**src/hdl/tme_pkg.sv**
```systemverilog
`timescale 1ns / 1ps

package tme_pkg;

	// default sizes of the machine
	localparam int IMEM_WORDS_DEF = 512;
	localparam int DATA_WORDS_DEF = 16;
	localparam int REG_COUNT_DEF  = 8;

	// field widths of one item
	localparam int OPC_W   = 4;
	localparam int RIDX_W  = 3;
	localparam int OPZ_W   = 9;
	localparam int WORD_W  = 32;
	localparam int NPC_W   = 9;
	localparam int S_TDATA_W = 56;
	localparam int M_TDATA_W = 48;

	// opcodes
	localparam logic [OPC_W-1:0] OP_LOAD   = 4'd1;
	localparam logic [OPC_W-1:0] OP_ADD    = 4'd2;
	localparam logic [OPC_W-1:0] OP_STORE  = 4'd3;
	localparam logic [OPC_W-1:0] OP_SUB    = 4'd4;
	localparam logic [OPC_W-1:0] OP_INPUT  = 4'd5;
	localparam logic [OPC_W-1:0] OP_OUTPUT = 4'd6;
	localparam logic [OPC_W-1:0] OP_HALT   = 4'd7;
	localparam logic [OPC_W-1:0] OP_JUMP   = 4'd8;
	localparam logic [OPC_W-1:0] OP_SKIP   = 4'd9;

	// register that comes out of reset holding one
	localparam int REG_ONE_IDX = 6;

	// pc steps
	localparam int PC_STEP      = 4;
	localparam int PC_STEP_SKIP = 8;

	// reciprocal scale, exact quotients of 9-bit values for divisors up to 2^16
	localparam int RECIP_SH = 26;

	// control from the execute logic
	typedef struct packed {
		logic reg_we;
		logic mem_we;
		logic out_valid;
		logic halt;
	} exec_ctl_t;

	// remainder of a 9-bit value by a constant, reciprocal multiply and one subtract
	function automatic logic [OPZ_W-1:0] mod9(input logic [OPZ_W-1:0] v, input int d);
		logic [63:0] recip;
		logic [63:0] quot;
		logic [63:0] rem;
		recip = ((64'd1 << RECIP_SH) + 64'(d) - 64'd1) / 64'(d);
		quot  = (64'(v) * recip) >> RECIP_SH;
		rem   = 64'(v) - quot * 64'(d);
		return rem[OPZ_W-1:0];
	endfunction

	// reset contents of one register
	function automatic logic [WORD_W-1:0] reg_reset_val(input logic [31:0] idx, input int cnt);
		logic [WORD_W-1:0] v;
		v = '0;
		if ((REG_ONE_IDX < cnt) && (idx == 32'(REG_ONE_IDX))) begin
			v = WORD_W'(1);
		end
		return v;
	endfunction

endpackage

```
**src/hdl/tme_ram.sv**
```systemverilog
`timescale 1ns / 1ps

module tme_ram #(
	parameter int WIDTH = 32,
	parameter int DEPTH = 16
) (
	input  logic                     clk,
	input  logic                     we,
	input  logic [$clog2(DEPTH)-1:0] waddr,
	input  logic [WIDTH-1:0]         wdata,
	input  logic                     re,
	input  logic [$clog2(DEPTH)-1:0] raddr_a,
	input  logic [$clog2(DEPTH)-1:0] raddr_b,
	output logic [WIDTH-1:0]         rdata_a,
	output logic [WIDTH-1:0]         rdata_b
);

	logic [WIDTH-1:0] mem_q [DEPTH];

	// write port
	always_ff @(posedge clk) begin
		if (we) begin
			mem_q[waddr] <= wdata;
		end
	end

	// two registered read ports, old data on a same-cycle write
	always_ff @(posedge clk) begin
		if (re) begin
			rdata_a <= mem_q[raddr_a];
			rdata_b <= mem_q[raddr_b];
		end
	end

endmodule

```
**src/hdl/tme_exec.sv**
```systemverilog
`timescale 1ns / 1ps

module tme_exec #(
	parameter int IMEM_WORDS = tme_pkg::IMEM_WORDS_DEF,
	parameter int DATA_WORDS = tme_pkg::DATA_WORDS_DEF,
	parameter int REG_COUNT  = tme_pkg::REG_COUNT_DEF
) (
	input  logic [tme_pkg::OPC_W-1:0]     op,
	input  logic [$clog2(REG_COUNT)-1:0]  rx_idx,
	input  logic [tme_pkg::OPZ_W-1:0]     opz,
	input  logic [$clog2(DATA_WORDS)-1:0] addr,
	input  logic [tme_pkg::WORD_W-1:0]    in_value,
	input  logic [tme_pkg::WORD_W-1:0]    opnd_a,
	input  logic [tme_pkg::WORD_W-1:0]    opnd_b,
	input  logic [tme_pkg::WORD_W-1:0]    mem_rd,
	input  logic [$clog2(IMEM_WORDS)-1:0] pc,
	input  logic                          halted_in,
	output tme_pkg::exec_ctl_t            ctl,
	output logic [$clog2(REG_COUNT)-1:0]  reg_widx,
	output logic [tme_pkg::WORD_W-1:0]    reg_wdata,
	output logic [$clog2(DATA_WORDS)-1:0] mem_waddr,
	output logic [tme_pkg::WORD_W-1:0]    mem_wdata,
	output logic [$clog2(IMEM_WORDS)-1:0] pc_next,
	output logic [tme_pkg::WORD_W-1:0]    out_value
);

	localparam int PC_W = $clog2(IMEM_WORDS);

	logic [16:0]              pc_sum;
	logic [16:0]              pc_wrap;
	logic [PC_W-1:0]          pc_adv4;
	logic [PC_W-1:0]          pc_adv8;
	logic [PC_W-1:0]          pc_jump;
	logic [tme_pkg::OPZ_W-1:0] jmp_mod;
	logic [15:0]              jmp_ext;

	// pc plus a step, wrapped at the instruction memory size
	always_comb begin
		pc_sum  = 17'(pc) + 17'(tme_pkg::PC_STEP);
		pc_wrap = 17'(pc) + 17'(tme_pkg::PC_STEP_SKIP);
		if (pc_sum >= 17'(IMEM_WORDS)) begin
			pc_sum = pc_sum - 17'(IMEM_WORDS);
		end
		if (pc_wrap >= 17'(IMEM_WORDS)) begin
			pc_wrap = pc_wrap - 17'(IMEM_WORDS);
		end
		pc_adv4 = pc_sum[PC_W-1:0];
		pc_adv8 = pc_wrap[PC_W-1:0];
	end

	// jump target aligned down to a word
	always_comb begin
		jmp_mod = tme_pkg::mod9(opz & ~tme_pkg::OPZ_W'(3), IMEM_WORDS);
		jmp_ext = 16'(jmp_mod);
		pc_jump = jmp_ext[PC_W-1:0];
	end

	// instruction decode and effects
	always_comb begin
		ctl       = '0;
		reg_widx  = rx_idx;
		reg_wdata = in_value;
		mem_waddr = addr;
		mem_wdata = opnd_a;
		out_value = '0;
		pc_next   = pc_adv4;
		if (halted_in) begin
			ctl.halt = 1'b1;
			pc_next  = pc;
		end else begin
			unique case (op)
				tme_pkg::OP_LOAD: begin
					ctl.reg_we = 1'b1;
					reg_wdata  = mem_rd;
				end
				tme_pkg::OP_ADD: begin
					ctl.reg_we = 1'b1;
					reg_wdata  = opnd_a + opnd_b;
				end
				tme_pkg::OP_STORE: begin
					ctl.mem_we = 1'b1;
				end
				tme_pkg::OP_SUB: begin
					ctl.reg_we = 1'b1;
					reg_wdata  = opnd_a - opnd_b;
				end
				tme_pkg::OP_INPUT: begin
					ctl.reg_we = 1'b1;
				end
				tme_pkg::OP_OUTPUT: begin
					ctl.out_valid = 1'b1;
					out_value     = opnd_a;
				end
				tme_pkg::OP_HALT: begin
					ctl.halt = 1'b1;
					pc_next  = pc;
				end
				tme_pkg::OP_JUMP: begin
					pc_next = pc_jump;
				end
				tme_pkg::OP_SKIP: begin
					if (opnd_a == '0) begin
						pc_next = pc_adv8;
					end
				end
				default: begin
					pc_next = pc_adv4;
				end
			endcase
		end
	end

endmodule

```
**src/hdl/tiny_machine_execute_unit.sv**
```systemverilog
`timescale 1ns / 1ps

// channel   dir   handshake            payload
// s_axis    in    s_tvalid/s_tready    s_tdata: opcode, reg_x, reg_y, operand_z, in_value
// m_axis    out   m_tvalid/m_tready    m_tdata: next_pc, out_value, halted; m_tuser: out_valid
//
// one instruction per cycle while no full result waits on m_tready: operands are read
// from the register file and data memory rams when the item enters the input register,
// then execute and the state writes complete as the result register loads.
// the result register parts the two sides, so a full result waiting on m_tready
// stalls only the input register; results keep input order.
// arst_n clears the pc, the halt flag and the per-entry valid bits at once;
// an entry not yet written reads as its reset value.

module tiny_machine_execute_unit #(
	parameter int IMEM_WORDS = tme_pkg::IMEM_WORDS_DEF,
	parameter int DATA_WORDS = tme_pkg::DATA_WORDS_DEF,
	parameter int REG_COUNT  = tme_pkg::REG_COUNT_DEF
) (
	input  logic                            clk,
	input  logic                            arst_n,
	input  logic                            s_tvalid,
	output logic                            s_tready,
	// opcode[3:0], reg_x[6:4], reg_y[9:7], operand_z[18:10], in_value[50:19], zero pad
	input  logic [tme_pkg::S_TDATA_W-1:0]   s_tdata,
	output logic                            m_tvalid,
	input  logic                            m_tready,
	// next_pc[8:0], out_value[40:9], halted[41], zero pad
	output logic [tme_pkg::M_TDATA_W-1:0]   m_tdata,
	// out_valid[0]
	output logic [0:0]                      m_tuser
);

	localparam int PC_W = $clog2(IMEM_WORDS);
	localparam int RI_W = $clog2(REG_COUNT);
	localparam int DA_W = $clog2(DATA_WORDS);
	localparam int W    = tme_pkg::WORD_W;

	// incoming fields
	logic [tme_pkg::OPC_W-1:0]  in_op;
	logic [tme_pkg::RIDX_W-1:0] in_x;
	logic [tme_pkg::RIDX_W-1:0] in_y;
	logic [tme_pkg::OPZ_W-1:0]  in_z;
	logic [W-1:0]               in_val;
	logic [15:0]                rx_ext;
	logic [15:0]                ry_ext;
	logic [15:0]                rz_ext;
	logic [15:0]                ad_ext;
	logic [RI_W-1:0]            in_rx;
	logic [RI_W-1:0]            in_ry;
	logic [RI_W-1:0]            in_rz;
	logic [DA_W-1:0]            in_addr;
	logic [RI_W-1:0]            raddr_a;

	// handshake
	logic accept;
	logic fire;

	// input register
	logic                      s1_valid_q;
	logic [tme_pkg::OPC_W-1:0] op_s1;
	logic [RI_W-1:0]           rx_s1;
	logic [tme_pkg::OPZ_W-1:0] z_s1;
	logic [DA_W-1:0]           addr_s1;
	logic [W-1:0]              in_value_s1;
	logic                      a_byp_s1;
	logic [W-1:0]              a_bdata_s1;
	logic                      b_byp_s1;
	logic [W-1:0]              b_bdata_s1;
	logic                      m_byp_s1;
	logic [W-1:0]              m_bdata_s1;

	// bypass decisions at accept
	logic                      fwd_a;
	logic                      fwd_b;
	logic                      fwd_m;

	// architectural state
	logic [PC_W-1:0]           pc_q;
	logic                      halt_q;
	logic [REG_COUNT-1:0]      reg_vld_q;
	logic [DATA_WORDS-1:0]     mem_vld_q;

	// ram data
	logic [W-1:0]              rf_rd_a;
	logic [W-1:0]              rf_rd_b;
	logic [W-1:0]              dm_rd;

	// execute outputs
	tme_pkg::exec_ctl_t        ctl;
	logic [RI_W-1:0]           reg_widx;
	logic [W-1:0]              reg_wdata;
	logic [DA_W-1:0]           mem_waddr;
	logic [W-1:0]              mem_wdata;
	logic [PC_W-1:0]           pc_next;
	logic [W-1:0]              out_value;
	logic [W-1:0]              opnd_a;
	logic [W-1:0]              opnd_b;
	logic [W-1:0]              mem_rd;
	logic [31:0]               pc_ext;

	// result register
	logic                      m_valid_q;
	logic [tme_pkg::NPC_W-1:0] res_pc_q;
	logic                      res_ov_q;
	logic [W-1:0]              res_val_q;
	logic                      res_halt_q;

	// field unpacking and index reduction
	always_comb begin
		in_op   = s_tdata[3:0];
		in_x    = s_tdata[6:4];
		in_y    = s_tdata[9:7];
		in_z    = s_tdata[18:10];
		in_val  = s_tdata[50:19];
		rx_ext  = 16'(tme_pkg::mod9(tme_pkg::OPZ_W'(in_x), REG_COUNT));
		ry_ext  = 16'(tme_pkg::mod9(tme_pkg::OPZ_W'(in_y), REG_COUNT));
		rz_ext  = 16'(tme_pkg::mod9(in_z, REG_COUNT));
		ad_ext  = 16'(tme_pkg::mod9(in_z, DATA_WORDS));
		in_rx   = rx_ext[RI_W-1:0];
		in_ry   = ry_ext[RI_W-1:0];
		in_rz   = rz_ext[RI_W-1:0];
		in_addr = ad_ext[DA_W-1:0];
	end

	// first register read port: source of store and output, r0 for skip, reg_y otherwise
	always_comb begin
		if (in_op == tme_pkg::OP_STORE || in_op == tme_pkg::OP_OUTPUT) begin
			raddr_a = in_rx;
		end else if (in_op == tme_pkg::OP_SKIP) begin
			raddr_a = '0;
		end else begin
			raddr_a = in_ry;
		end
	end

	// handshake
	assign fire     = s1_valid_q && (!m_valid_q || m_tready);
	assign s_tready = !s1_valid_q || fire;
	assign accept   = s_tvalid && s_tready;

	// forward writes of the executing item to the item now read
	always_comb begin
		fwd_a = fire && ctl.reg_we && (reg_widx == raddr_a);
		fwd_b = fire && ctl.reg_we && (reg_widx == in_rz);
		fwd_m = fire && ctl.mem_we && (mem_waddr == in_addr);
	end

	// input register control
	always_ff @(posedge clk or negedge arst_n) begin
		if (!arst_n) begin
			s1_valid_q <= 1'b0;
		end else if (s_tready) begin
			s1_valid_q <= s_tvalid;
		end
	end

	// input register payload and bypass data
	always_ff @(posedge clk) begin
		if (accept) begin
			op_s1       <= in_op;
			rx_s1       <= in_rx;
			z_s1        <= in_z;
			addr_s1     <= in_addr;
			in_value_s1 <= in_val;
			a_byp_s1    <= fwd_a || !reg_vld_q[raddr_a];
			a_bdata_s1  <= fwd_a ? reg_wdata :
				tme_pkg::reg_reset_val(32'(raddr_a), REG_COUNT);
			b_byp_s1    <= fwd_b || !reg_vld_q[in_rz];
			b_bdata_s1  <= fwd_b ? reg_wdata :
				tme_pkg::reg_reset_val(32'(in_rz), REG_COUNT);
			m_byp_s1    <= fwd_m || !mem_vld_q[in_addr];
			m_bdata_s1  <= fwd_m ? mem_wdata : '0;
		end
	end

	// register file
	tme_ram #(
		.WIDTH (W),
		.DEPTH (REG_COUNT)
	) u_regfile (
		.clk     (clk),
		.we      (fire && ctl.reg_we),
		.waddr   (reg_widx),
		.wdata   (reg_wdata),
		.re      (accept),
		.raddr_a (raddr_a),
		.raddr_b (in_rz),
		.rdata_a (rf_rd_a),
		.rdata_b (rf_rd_b)
	);

	// data memory
	tme_ram #(
		.WIDTH (W),
		.DEPTH (DATA_WORDS)
	) u_datamem (
		.clk     (clk),
		.we      (fire && ctl.mem_we),
		.waddr   (mem_waddr),
		.wdata   (mem_wdata),
		.re      (accept),
		.raddr_a (in_addr),
		.raddr_b (in_addr),
		.rdata_a (dm_rd),
		.rdata_b ()
	);

	// operand select
	always_comb begin
		opnd_a = a_byp_s1 ? a_bdata_s1 : rf_rd_a;
		opnd_b = b_byp_s1 ? b_bdata_s1 : rf_rd_b;
		mem_rd = m_byp_s1 ? m_bdata_s1 : dm_rd;
	end

	// execute
	tme_exec #(
		.IMEM_WORDS (IMEM_WORDS),
		.DATA_WORDS (DATA_WORDS),
		.REG_COUNT  (REG_COUNT)
	) u_exec (
		.op        (op_s1),
		.rx_idx    (rx_s1),
		.opz       (z_s1),
		.addr      (addr_s1),
		.in_value  (in_value_s1),
		.opnd_a    (opnd_a),
		.opnd_b    (opnd_b),
		.mem_rd    (mem_rd),
		.pc        (pc_q),
		.halted_in (halt_q),
		.ctl       (ctl),
		.reg_widx  (reg_widx),
		.reg_wdata (reg_wdata),
		.mem_waddr (mem_waddr),
		.mem_wdata (mem_wdata),
		.pc_next   (pc_next),
		.out_value (out_value)
	);

	// pc, halt flag and valid bits
	always_ff @(posedge clk or negedge arst_n) begin
		if (!arst_n) begin
			pc_q      <= '0;
			halt_q    <= 1'b0;
			reg_vld_q <= '0;
			mem_vld_q <= '0;
		end else if (fire) begin
			pc_q   <= pc_next;
			halt_q <= ctl.halt;
			if (ctl.reg_we) begin
				reg_vld_q[reg_widx] <= 1'b1;
			end
			if (ctl.mem_we) begin
				mem_vld_q[mem_waddr] <= 1'b1;
			end
		end
	end

	assign pc_ext = 32'(pc_next);

	// result register control
	always_ff @(posedge clk or negedge arst_n) begin
		if (!arst_n) begin
			m_valid_q <= 1'b0;
		end else if (fire) begin
			m_valid_q <= 1'b1;
		end else if (m_tready) begin
			m_valid_q <= 1'b0;
		end
	end

	// result register payload
	always_ff @(posedge clk) begin
		if (fire) begin
			res_pc_q   <= pc_ext[tme_pkg::NPC_W-1:0];
			res_ov_q   <= ctl.out_valid;
			res_val_q  <= out_value;
			res_halt_q <= ctl.halt;
		end
	end

	// output packing
	assign m_tvalid = m_valid_q;
	assign m_tdata  = {6'd0, res_halt_q, res_val_q, res_pc_q};
	assign m_tuser  = res_ov_q;

endmodule

```
**config.mk**
```make
export PLATFORM = sky130hd
export DESIGN_NAME = tiny_machine_execute_unit
export DESIGN_NICKNAME = d
export VERILOG_FILES = /design/src/hdl/tme_pkg.sv /design/src/hdl/tme_ram.sv /design/src/hdl/tme_exec.sv /design/src/hdl/tiny_machine_execute_unit.sv
export SDC_FILE = /design/constraint.sdc
export NUM_CORES = 1
export LEC_CHECK = 0
export BUFFER_PORTS_ARGS = -buffer_cell sky130_fd_sc_hd__buf_2
export CAP_MARGIN = 5
export CORE_ASPECT_RATIO = 0.8
export CORE_UTILIZATION = 44
export DETAILED_ROUTE_END_ITERATION = 10
export GPL_ROUTABILITY_DRIVEN = 0
export GPL_TIMING_DRIVEN = 0
export HOLD_SLACK_MARGIN = 0.15
export PLACE_DENSITY_LB_ADDON = 0.3
export SLEW_MARGIN = 20
export SYNTH_ARGS = -nofsm -noshare
export SYNTH_HDL_FRONTEND = slang
export SYNTH_HIERARCHICAL = 1
export SYNTH_SLANG_ARGS = --single-unit
export TNS_END_PERCENT = 30
```
**constraint.sdc**
```tcl
create_clock -name clk -period 7.5 [get_ports clk]
set_input_delay 0.75 -clock clk [delete_from_list [all_inputs] [get_ports clk]]
set_output_delay 0.75 -clock clk [all_outputs]
set_load 0.02 [all_outputs]
```
# Word-level counts from Yosys, hierarchy flattened
# Memory sizes are Yosys's and may differ from the RTL's. A register that Yosys moved wholly into a read port is not among the register bits.
# Cells that the tools add are included.
# word_totals
register_bits	230
inputBits	60
word_cells	124
mem_bits_rw	768
out_inout_bits	51
n_memories	2
# classes
add_sub_neg	8
mux	38
reduce_logical	26
eq_ne	17
order_cmp	9
bitwise	3
# memory_table
name	depth	width	rd	rd_clocked_by_memory_dff	write_ports	line	source
u_datamem.mem_q	16	32	1	1	1	tme_ram.sv:18	logic [WIDTH-1:0] mem_q [DEPTH];
u_regfile.mem_q	8	32	2	2	1	tme_ram.sv:18	
# op_table
op	n
2-to-1 mux 32 bit	6
one-hot mux 32 bit (3 select lines)	1
2-to-1 mux 9 bit	4
adder 32 bit	1
logical NOT 32 bit	1
subtractor 32 bit	1
one-hot mux 9 bit (3 select lines)	1
== test 4 x 3 -> 1 bit, second input constant	5
greater-or-equal comparator 10 bit, second input constant	2
2-to-1 mux 1 bit	18
subtractor 9 x 1 -> 9 bit, second input constant	2
OR 16 bit	1
== test 4 x 2 -> 1 bit, second input constant	3
== test 4 bit, second input constant	3
< comparator 3 x 4 -> 1 bit, second input constant	3
adder 9 x 3 -> 10 bit, second input constant	1
adder 9 x 4 -> 10 bit, second input constant	1
< comparator 4 x 5 -> 1 bit, second input constant	2
logical AND 1 bit	9
2-to-1 mux 3 bit	3
OR 8 bit	1
binary-select mux 1 bit (select 3 bit)	2
== test 3 bit	2
== test 3 bit, second input constant	2
16 further kinds	26

# Longest topological paths before layout
# Gate-level depths: netlist (run 1).
# depth
word_depth	7
depth_mapped	22
depth_no_buf	20

# By module
# Netlist (run 1), hierarchy kept.
# by_module_without_submodules
mod	area_per_inst_um2	n_inst	seq_area_each_um2	cells_each
tme_ram at u_datamem	24843.8	1	17296.6	1141
tme_ram at u_regfile	13820.8	1	9609.2	561
tiny_machine_execute_unit	9555.4	1	6606.3	609
tme_exec	3945.0	1	0.0	599

# Worst setup path before layout (run 1)
# OpenSTA, ideal clock, no wires.
# synth_timing
path_kind	in2reg
from	in m_tready
to	reg a_bdata_s1[0] (enable)
path_buffers	0
setup_ns	0.670
required_time_ns	6.830
t_arrival_ns	7.285
stages	2
setup_slack_ns	-0.455
path_cell_list	nand3b_1 and2_1
# synth_between
elab_chain_len	4
# synth_lines
item	line	source
from (decl)	tiny_machine_execute_unit.sv:27	input logic m_tready,
logical OR 1 bit	tiny_machine_execute_unit.sv:138	assign fire = s1_valid_q && (!m_valid_q || m_tready);
logical AND 1 bit	tiny_machine_execute_unit.sv:138	
logical OR 1 bit	tiny_machine_execute_unit.sv:139	assign s_tready = !s1_valid_q || fire;
logical AND 1 bit	tiny_machine_execute_unit.sv:140	assign accept = s_tvalid && s_tready;
net accept	tiny_machine_execute_unit.sv:56	logic accept;
to (signal assigned)	tiny_machine_execute_unit.sv:167	a_bdata_s1 <= fwd_a ? reg_wdata :
to (decl)	tiny_machine_execute_unit.sv:67	logic [W-1:0] a_bdata_s1;
# The timed path passes the listed nets, and every way through them passes these cells.
# A chain may end at the register's enable or synchronous reset.

# Worst setup path after layout (run 1)
# layout_timing
from	reg b_byp_s1
to	reg b_bdata_s1[29], data pin
# layout_between
elab_chain_len	5
word_cells_on_any_way	6
classes_between	add/sub (2); mux (4)
# layout_lines
item	line	source
from (decl)	tiny_machine_execute_unit.sv:68	logic b_byp_s1;
from (signal assigned)	tiny_machine_execute_unit.sv:169	b_byp_s1 <= fwd_b || !reg_vld_q[in_rz];
2-to-1 mux 32 bit (*)	tiny_machine_execute_unit.sv:212	opnd_b = b_byp_s1 ? b_bdata_s1 : rf_rd_b;
net opnd_b[8]	tiny_machine_execute_unit.sv:98	logic [W-1:0] opnd_b;
subtractor 32 bit or adder 32 bit (tied branches)	tme_exec.sv:85, tme_exec.sv:78	
one-hot mux 32 bit (3 select lines) (*)	tme_exec.sv:71	unique case (op)
2-to-1 mux 32 bit (*)	tme_exec.sv:67	if (halted_in) begin
net reg_wdata[29]	tiny_machine_execute_unit.sv:92	logic [W-1:0] reg_wdata;
2-to-1 mux 32 bit (*)	tiny_machine_execute_unit.sv:170	b_bdata_s1 <= fwd_b ? reg_wdata :
to (signal assigned)	tiny_machine_execute_unit.sv:170	
to (decl)	tiny_machine_execute_unit.sv:69	logic [W-1:0] b_bdata_s1;
# Mark *: on every way through the listed nets, which the timed path passes. The rest lies on a longest branch.

==> results of run 1 <==
[worst max path at each step]
stage	startpoint	end	cells past startpoint
after floorplan	m_tready	a_bdata_s1[0]$_DFFE_PP_	2
after global placement	m_tready	u_regfile/rdata_a[5]$_DFFE_PP_	3
after detailed placement	b_byp_s1$_DFFE_PP_	a_bdata_s1[29]$_SDFFCE_PN0P_	20
after CTS	b_byp_s1$_DFFE_PP_	b_bdata_s1[29]$_SDFFCE_PN0P_	21
after global routing	b_byp_s1$_DFFE_PP_	b_bdata_s1[29]$_SDFFCE_PN0P_	20
final	b_byp_s1$_DFFE_PP_	b_bdata_s1[29]$_SDFFCE_PN0P_	21
[sequential cells by signal, indices dropped and copies added (netlist names), 3 cells and up]
register	cells
a_bdata_s1	32
b_bdata_s1	32
in_value_s1	32
m_bdata_s1	32
mem_vld_q	16
op_s1	4
pc_q	9
reg_vld_q	8
res_pc_q	9
res_val_q	32
rx_s1	3
u_datamem/mem_q	512
u_datamem/rdata_a	32
u_regfile/mem_q	256
u_regfile/rdata_a	32
u_regfile/rdata_b	32
z_s1	9
[cell type report]
class	instances	area (µm²)
flip-flops and latches	1090	32600
clock buffers	120	2680
diodes	2	5.00
fillers	8442	52300
plain buffers	186	1060
well taps	1417	1770
inverters	28	105
repair buffers	161	1490
clock inverters	71	708
multi-input cells	1308	14000
[worst max-delay path, delay by kind of cell, from the launching register on]
kind / cells / cell delay [ns]
AOI/OAI and AO/OA: 10 / 3.06
xor gates and xnor gates: 1 / 0.25
adders and majority gates: 1 / 0.34
buffers and inverters: 2 / 0.92
DFF: 1 / 0.33
muxes: 1 / 0.46
and+or+nand+nor: 6 / 1.40
[power by group through the flow]
stage / combinational [mW] / clock (mW) / sequential (mW)
2_1_floorplan: 1.23 / 0 / 7.25
3_3_place_gp: 1.79 / 0 / 7.27
3_5_place_dp: 1.87 / 0 / 7.24
4_1_cts: 1.88 / 5.35 / 7.12
5_1_grt: 2.05 / 5.57 / 7.13
6_report: 1.93 / 5.25 / 7.12
[metrics by stage]
step	worst slack, ns	TNS [ns]
floorplan	0.298	0
global placement	-1.81	-430.00
detailed placement	0.999	0
CTS	0.938	0
global route	0.344	0
finish	0.590	0
[metal layers]
| metal | share of wire (%) | vias to the layer above |
|---|---|---|
| li1 | - | 11100 |
| met1 | 45 | 13900 |
| met2 | 43 | 1292 |
| met3 | 11 | 150 |
| met4 | 1.3 | 4 |
| met5 | 0.023 | - |
==> reports/results.ini, run 1 <==
[critical_path]
setup.worst_path.class=reg2reg
worstPathCellList=clkbuf_1 > buf_1 > mux2_2 > nor4_2 > nand2b_1 > nor2_1 > nand2_1 > nor2_1 > a21oi_1 > xnor2_1 > ha_1 > a21oi_1 > o22ai_1 > o41ai_1 > o211ai_1 > o31ai_2 > o21a_1 > o211ai_1 > o31a_1 > o21ai_1 > and2_1
slowest_delay_ns=0.72
critPathSlowestCell=o21ai_1
path_max_fanout=10
reg2reg_depth=21
startpoint_type=flop
rr_endpoint=b_bdata_s1[29]$_SDFFCE_PN0P_
ff2ff_setup_slack_ns=0.59
reg2reg_from=b_byp_s1$_DFFE_PP_
cp.required_ns=8.05
cp.arrival_ns=7.46
critPathCaptureType=flop

[global_routing]
antenna_found_initial=10
grt_util_met1_pct=34.0
grt_first_pass_wirelength_mm=176
first_global_vias=26100
use_met2_pct=31.5
grt_usage_pct=22.1
grt_max_degree=62
grt-ovfl-total=0
busiest_layer=met1
use_met3_pct=6.37

[sta]
fin_crit_sh_pct=92.1
finalSetupViolations=0
finalHoldViolCount=0
worstMarginPinSlew_ns=1.17
fin_hold_ws_ns=0.182
rsz0062_at_grt=false
clock-skew-final_ns=0.0288
clock.fmax_mhz=145
min_period_ns=6.91
slew_violations=0
relSlewSlack_pct=22.1

[cts]
h-tree-depth=3
hold_buffers=0
clk_latency_ns=0.70
cts_root_buf=clkbuf_16
cts_tree=done
cts_made_buffers=102
clkSinkCount=1090
clk_pin_slew_ns=0.06
ctsResizeCount=0
post_cts_buffers=0
clock_path_buffers=3

[logic_synthesis]
netlist_instances=2607
avgSynthCellArea_um2=18.2
yosys_warnings=6
syn_area_um2=47500

[power]
p_int_mw=10.8
power.switching_mw=3.55
p_comb_share_pct=13.5
power.share.clock_pct=36.7
p_leak_nw=18.6
pwr_density_cell_nw_per_um2=263
ir_worst_vdd_mv=0.193
switching_share_pct=24.8
p_seq_share_pct=49.8
design_power_total_mw=14.3

[cells_and_area]
fin_util_pct=51.0
final_common_cell=edfxtp_1
synthToLayoutAreaGrowth_pct=14.5
post-route-cell-area_um2=54400
layout_common_cells=edfxtp_1 (1054), mux4_2 (183), mux2_2 (164)
stdcell_count=4383
layout.nets=2972
layout-drive-gt1-share_pct=27.4

[detailed_routing]
ant_nets=0
drc=18
vias=26400
routed_via_density=6.02
wirelength_mm=120
wl_per_cell_um=27.3
drtPass1Iterations=9
drt-initial-drc-count=3450

[floorplan]
fp.coreArea_um2=107000
die_area_um2=109000
ios=111
rows=107
dieHeight_um=296
fp.dieW_um=369
initial_core_util_pct=44.5

[placed_design]
dp_cells=4190
hpwlAfterDp_mm=84.8
port_buffers=99
placed_cell_area_um2=51000

[run]
maxCapViolCount=0

[hold_path]
hold_class=in2async

[status]
violations=design-rule violations
outcome=finished with violations

(Power assumes the default switching activity.)
==> run 2: changes to the inputs <==
--- a/config.mk
+++ b/config.mk
@@ -10,3 +10,3 @@
 export CORE_ASPECT_RATIO = 0.8
-export CORE_UTILIZATION = 44
+export CORE_UTILIZATION = 57
 export DETAILED_ROUTE_END_ITERATION = 10
==> constraint.sdc (replaced) <==
create_clock -name clk -period 7.5 [get_ports clk]
set_input_delay 1.125 -clock clk [delete_from_list [all_inputs] [get_ports clk]]
set_output_delay 1.125 -clock clk [all_outputs]
set_load 0.02 [all_outputs]
==> run 2 against run 1 <==
Compared with the run above: the run now ends clean; die area decreased by 23%; setup slack improved by 0.090 ns; wire length down 2.1%; total power about the same; clock skew decreased by 0.0020 ns; utilization rose by 14 points; non-clock buffer count fell by 10; register-to-register slack gained 0.09 ns.
==> reports/results.ini, run 2 (synthesis results as in run 1) <==
[status]
outcome=complete, no violations  ; was finished with violations

[power]
p_comb_share_pct=13.4  ; was 13.5%
power.share.clock_pct=36.9  ; was 36.7%
power.switching_mw=3.58  ; was 3.55 mW
design_power_total_mw=14.3  ; about the same
p_leak_nw=18.4  ; was 18.6 nW
p_int_mw=10.7  ; was 10.8 mW
p_seq_share_pct=49.7  ; was 49.8%
pwr_density_cell_nw_per_um2=266  ; was 263 nW/µm²
ir_worst_vdd_mv=0.183  ; was 0.193 mV
switching_share_pct=25.0  ; was 24.8%

[critical_path]
ff2ff_setup_slack_ns=0.68  ; was 0.59 ns
setup.worst_path.class=reg2reg  ; unchanged
cp.arrival_ns=7.36  ; was 7.46 ns
cp.required_ns=8.04  ; was 8.05 ns
path_max_fanout=10  ; unchanged
critPathCaptureType=flop  ; unchanged
startpoint_type=flop  ; unchanged

[cells_and_area]
nFillCells=5406  ; was 8442
regMostFlops=u_datamem/mem_q  ; unchanged
layout_common_cells=edfxtp_1 (1054), mux4_2 (183), mux2_2 (164)  ; unchanged
top_regs=u_datamem/mem_q: 512 flops, u_regfile/mem_q: 256 flops  ; unchanged
final_common_cell=edfxtp_1  ; unchanged
multi_input_area_um2=14000  ; unchanged
layout.nets=2962  ; was 2972
largest_reg_flops=512  ; unchanged
layout-drive-gt1-share_pct=27.2  ; was 27.4%
seqCellArea_um2=32600  ; unchanged
synthToLayoutAreaGrowth_pct=13.2  ; was 14.5%
antenna_cells=0  ; was 2

[cts]
cts_made_buffers=102  ; unchanged
clk_latency_ns=0.69  ; was 0.70 ns
clk_pin_slew_ns=0.06  ; about the same
clock_path_buffers=3  ; unchanged
h-tree-depth=3  ; unchanged
post_cts_buffers=0  ; unchanged
cts_root_buf=clkbuf_16  ; unchanged
clkSinkCount=1090  ; unchanged
cts_tree=done  ; unchanged
ctsResizeCount=0  ; unchanged
hold_buffers=0  ; unchanged

[global_routing]
grt_usage_pct=28.0  ; was 22.1%
antenna_found_initial=5  ; was 10
grt_max_degree=62  ; unchanged
grt_first_pass_wirelength_mm=172  ; was 176 mm
grt-ovfl-total=0  ; unchanged
first_global_vias=26500  ; was 26100

[sta]
slew_violations=0  ; unchanged
worstMarginPinSlew_ns=1.16  ; was 1.17 ns
relSlewSlack_pct=22.2  ; was 22.1%
clock-skew-final_ns=0.0267  ; was 0.0288 ns
min_period_ns=6.82  ; was 6.91 ns
tns_ns=0  ; unchanged
finalHoldViolCount=0  ; unchanged
timing.final.ws_setup_ns=0.681  ; was 0.590 ns
fin_crit_sh_pct=90.9  ; was 92.1%
clock.fmax_mhz=147  ; was 145 MHz
fin_hold_ws_ns=0.453  ; was 0.182 ns
rsz0062_at_grt=false  ; unchanged
finalSetupViolations=0  ; unchanged

[floorplan]
fp.coreArea_um2=82300  ; was 107000 µm²
dieHeight_um=260  ; was 296 µm
rows=94  ; was 107
die_area_um2=84500  ; was 109000 µm²
ios=111  ; unchanged
fp.dieW_um=325  ; was 369 µm
initial_core_util_pct=57.7  ; was 44.5%

[detailed_routing]
routed_via_density=6.62  ; was 6.02
drtPass1Iterations=8  ; was 9
wl_per_cell_um=28.9  ; was 27.3 µm
vias=26800  ; was 26400
ant_nets=0  ; unchanged
wirelength_mm=117  ; was 120 mm
drc=0  ; was 18
drt-initial-drc-count=3738  ; was 3450

[placed_design]
hpwlAfterDp_mm=80.7  ; was 84.8 mm
port_buffers=99  ; unchanged
place_ws_ns=1.07  ; was 0.999 ns

[hold_path]
hold_class=reg2reg  ; was in2async

[run]
maxCapViolCount=0  ; unchanged

==> run 2: cell count changes in the layout (fill, tap and decap cells not counted), moves of 2 or more <==
cell,delta
clkinv_2,-11
clkbuf_16,-3
diode_2,-2
clkbuf_8,+2
buf_16,-7
buf_4,-3
inv_16,+3
clkinvlp_4,+8
clkbuf_1,+2
clkinv_1,-7
clkinv_4,+2
==> run 2: critical path, stage by stage (launching register included) <==
cell	delay, ns
edfxtp_1	0.34
clkbuf_1	0.47
buf_1	0.51
mux2_2	0.45
nor4_2	0.32
nand2b_1	0.20
nor2_1	0.13
nand2_1	0.12
nor2_1	0.26
a21oi_1	0.13
xnor2_1	0.26
ha_1	0.36
a21oi_1	0.22
o22ai_1	0.09
o41ai_1	0.54
o211ai_1	0.44
o31ai_2	0.46
o21a_1	0.27
o211ai_1	0.11
o31a_1	0.12
o21ai_1	0.63
and2_1	0.23
==> run 2: area by class of cell <==
| cell class | instances | area share [%] |
|---|---|---|
| plain buffers | 186 | 1.97 |
| clock buffers | 121 | 4.92 |
| clock inverters | 66 | 1.41 |
| inverters | 28 | 0.195 |
| multi-input cells | 1308 | 26.0 |
| flip-flops and latches | 1090 | 60.5 |
| well taps | 1104 | 2.57 |
| repair buffers | 151 | 2.36 |
==> run 2: layer usage <==
layer / vias to the layer above / share of wire [%] / global-route usage (%)
li1: 11100 / - / -
met1: 13800 / 41 / 41.7
met2: 1745 / 44 / 41.0
met3: 214 / 12 / 7.72
met4: 4 / 2.3 / 7.42
met5: - / 0.023 / 0
==> run 2: power by group through the flow <==
stage,sequential (mW),clock [mW],combinational [mW]
6_report,7.12,5.27,1.92
5_1_grt,7.13,5.56,2.02
3_5_place_dp,7.24,0,1.86
2_1_floorplan,7.24,0,1.23
4_1_cts,7.12,5.35,1.87
3_3_place_gp,7.25,0,1.76
==> run 2: final timing paths <==
check	from	to	depth (start not counted)
min in group asynchronous	arst_n	mem_vld_q[4]$_DFFE_PN0P_	1
max in group asynchronous	arst_n	pc_q[1]$_DFFE_PN0N_	1
min	mem_vld_q[0]$_DFFE_PN0P_	mem_vld_q[0]$_DFFE_PN0P_	1
min reg2reg	mem_vld_q[0]$_DFFE_PN0P_	mem_vld_q[0]$_DFFE_PN0P_	1
max reg2reg	b_byp_s1$_DFFE_PP_	a_bdata_s1[29]$_SDFFCE_PN0P_	21
max	b_byp_s1$_DFFE_PP_	a_bdata_s1[29]$_SDFFCE_PN0P_	21
==> run 2: stage by stage <==
stage | instance area [µm²] | util [%] | std cells
floorplan | 47500 | - | 2612
global placement | 49400 | 60.0 | 3815
detailed placement | 50400 | 61.2 | 3867
CTS | 53800 | 65.3 | 4054
global route | 53800 | 65.3 | 4054
finish | 53800 | 65.3 | 4054
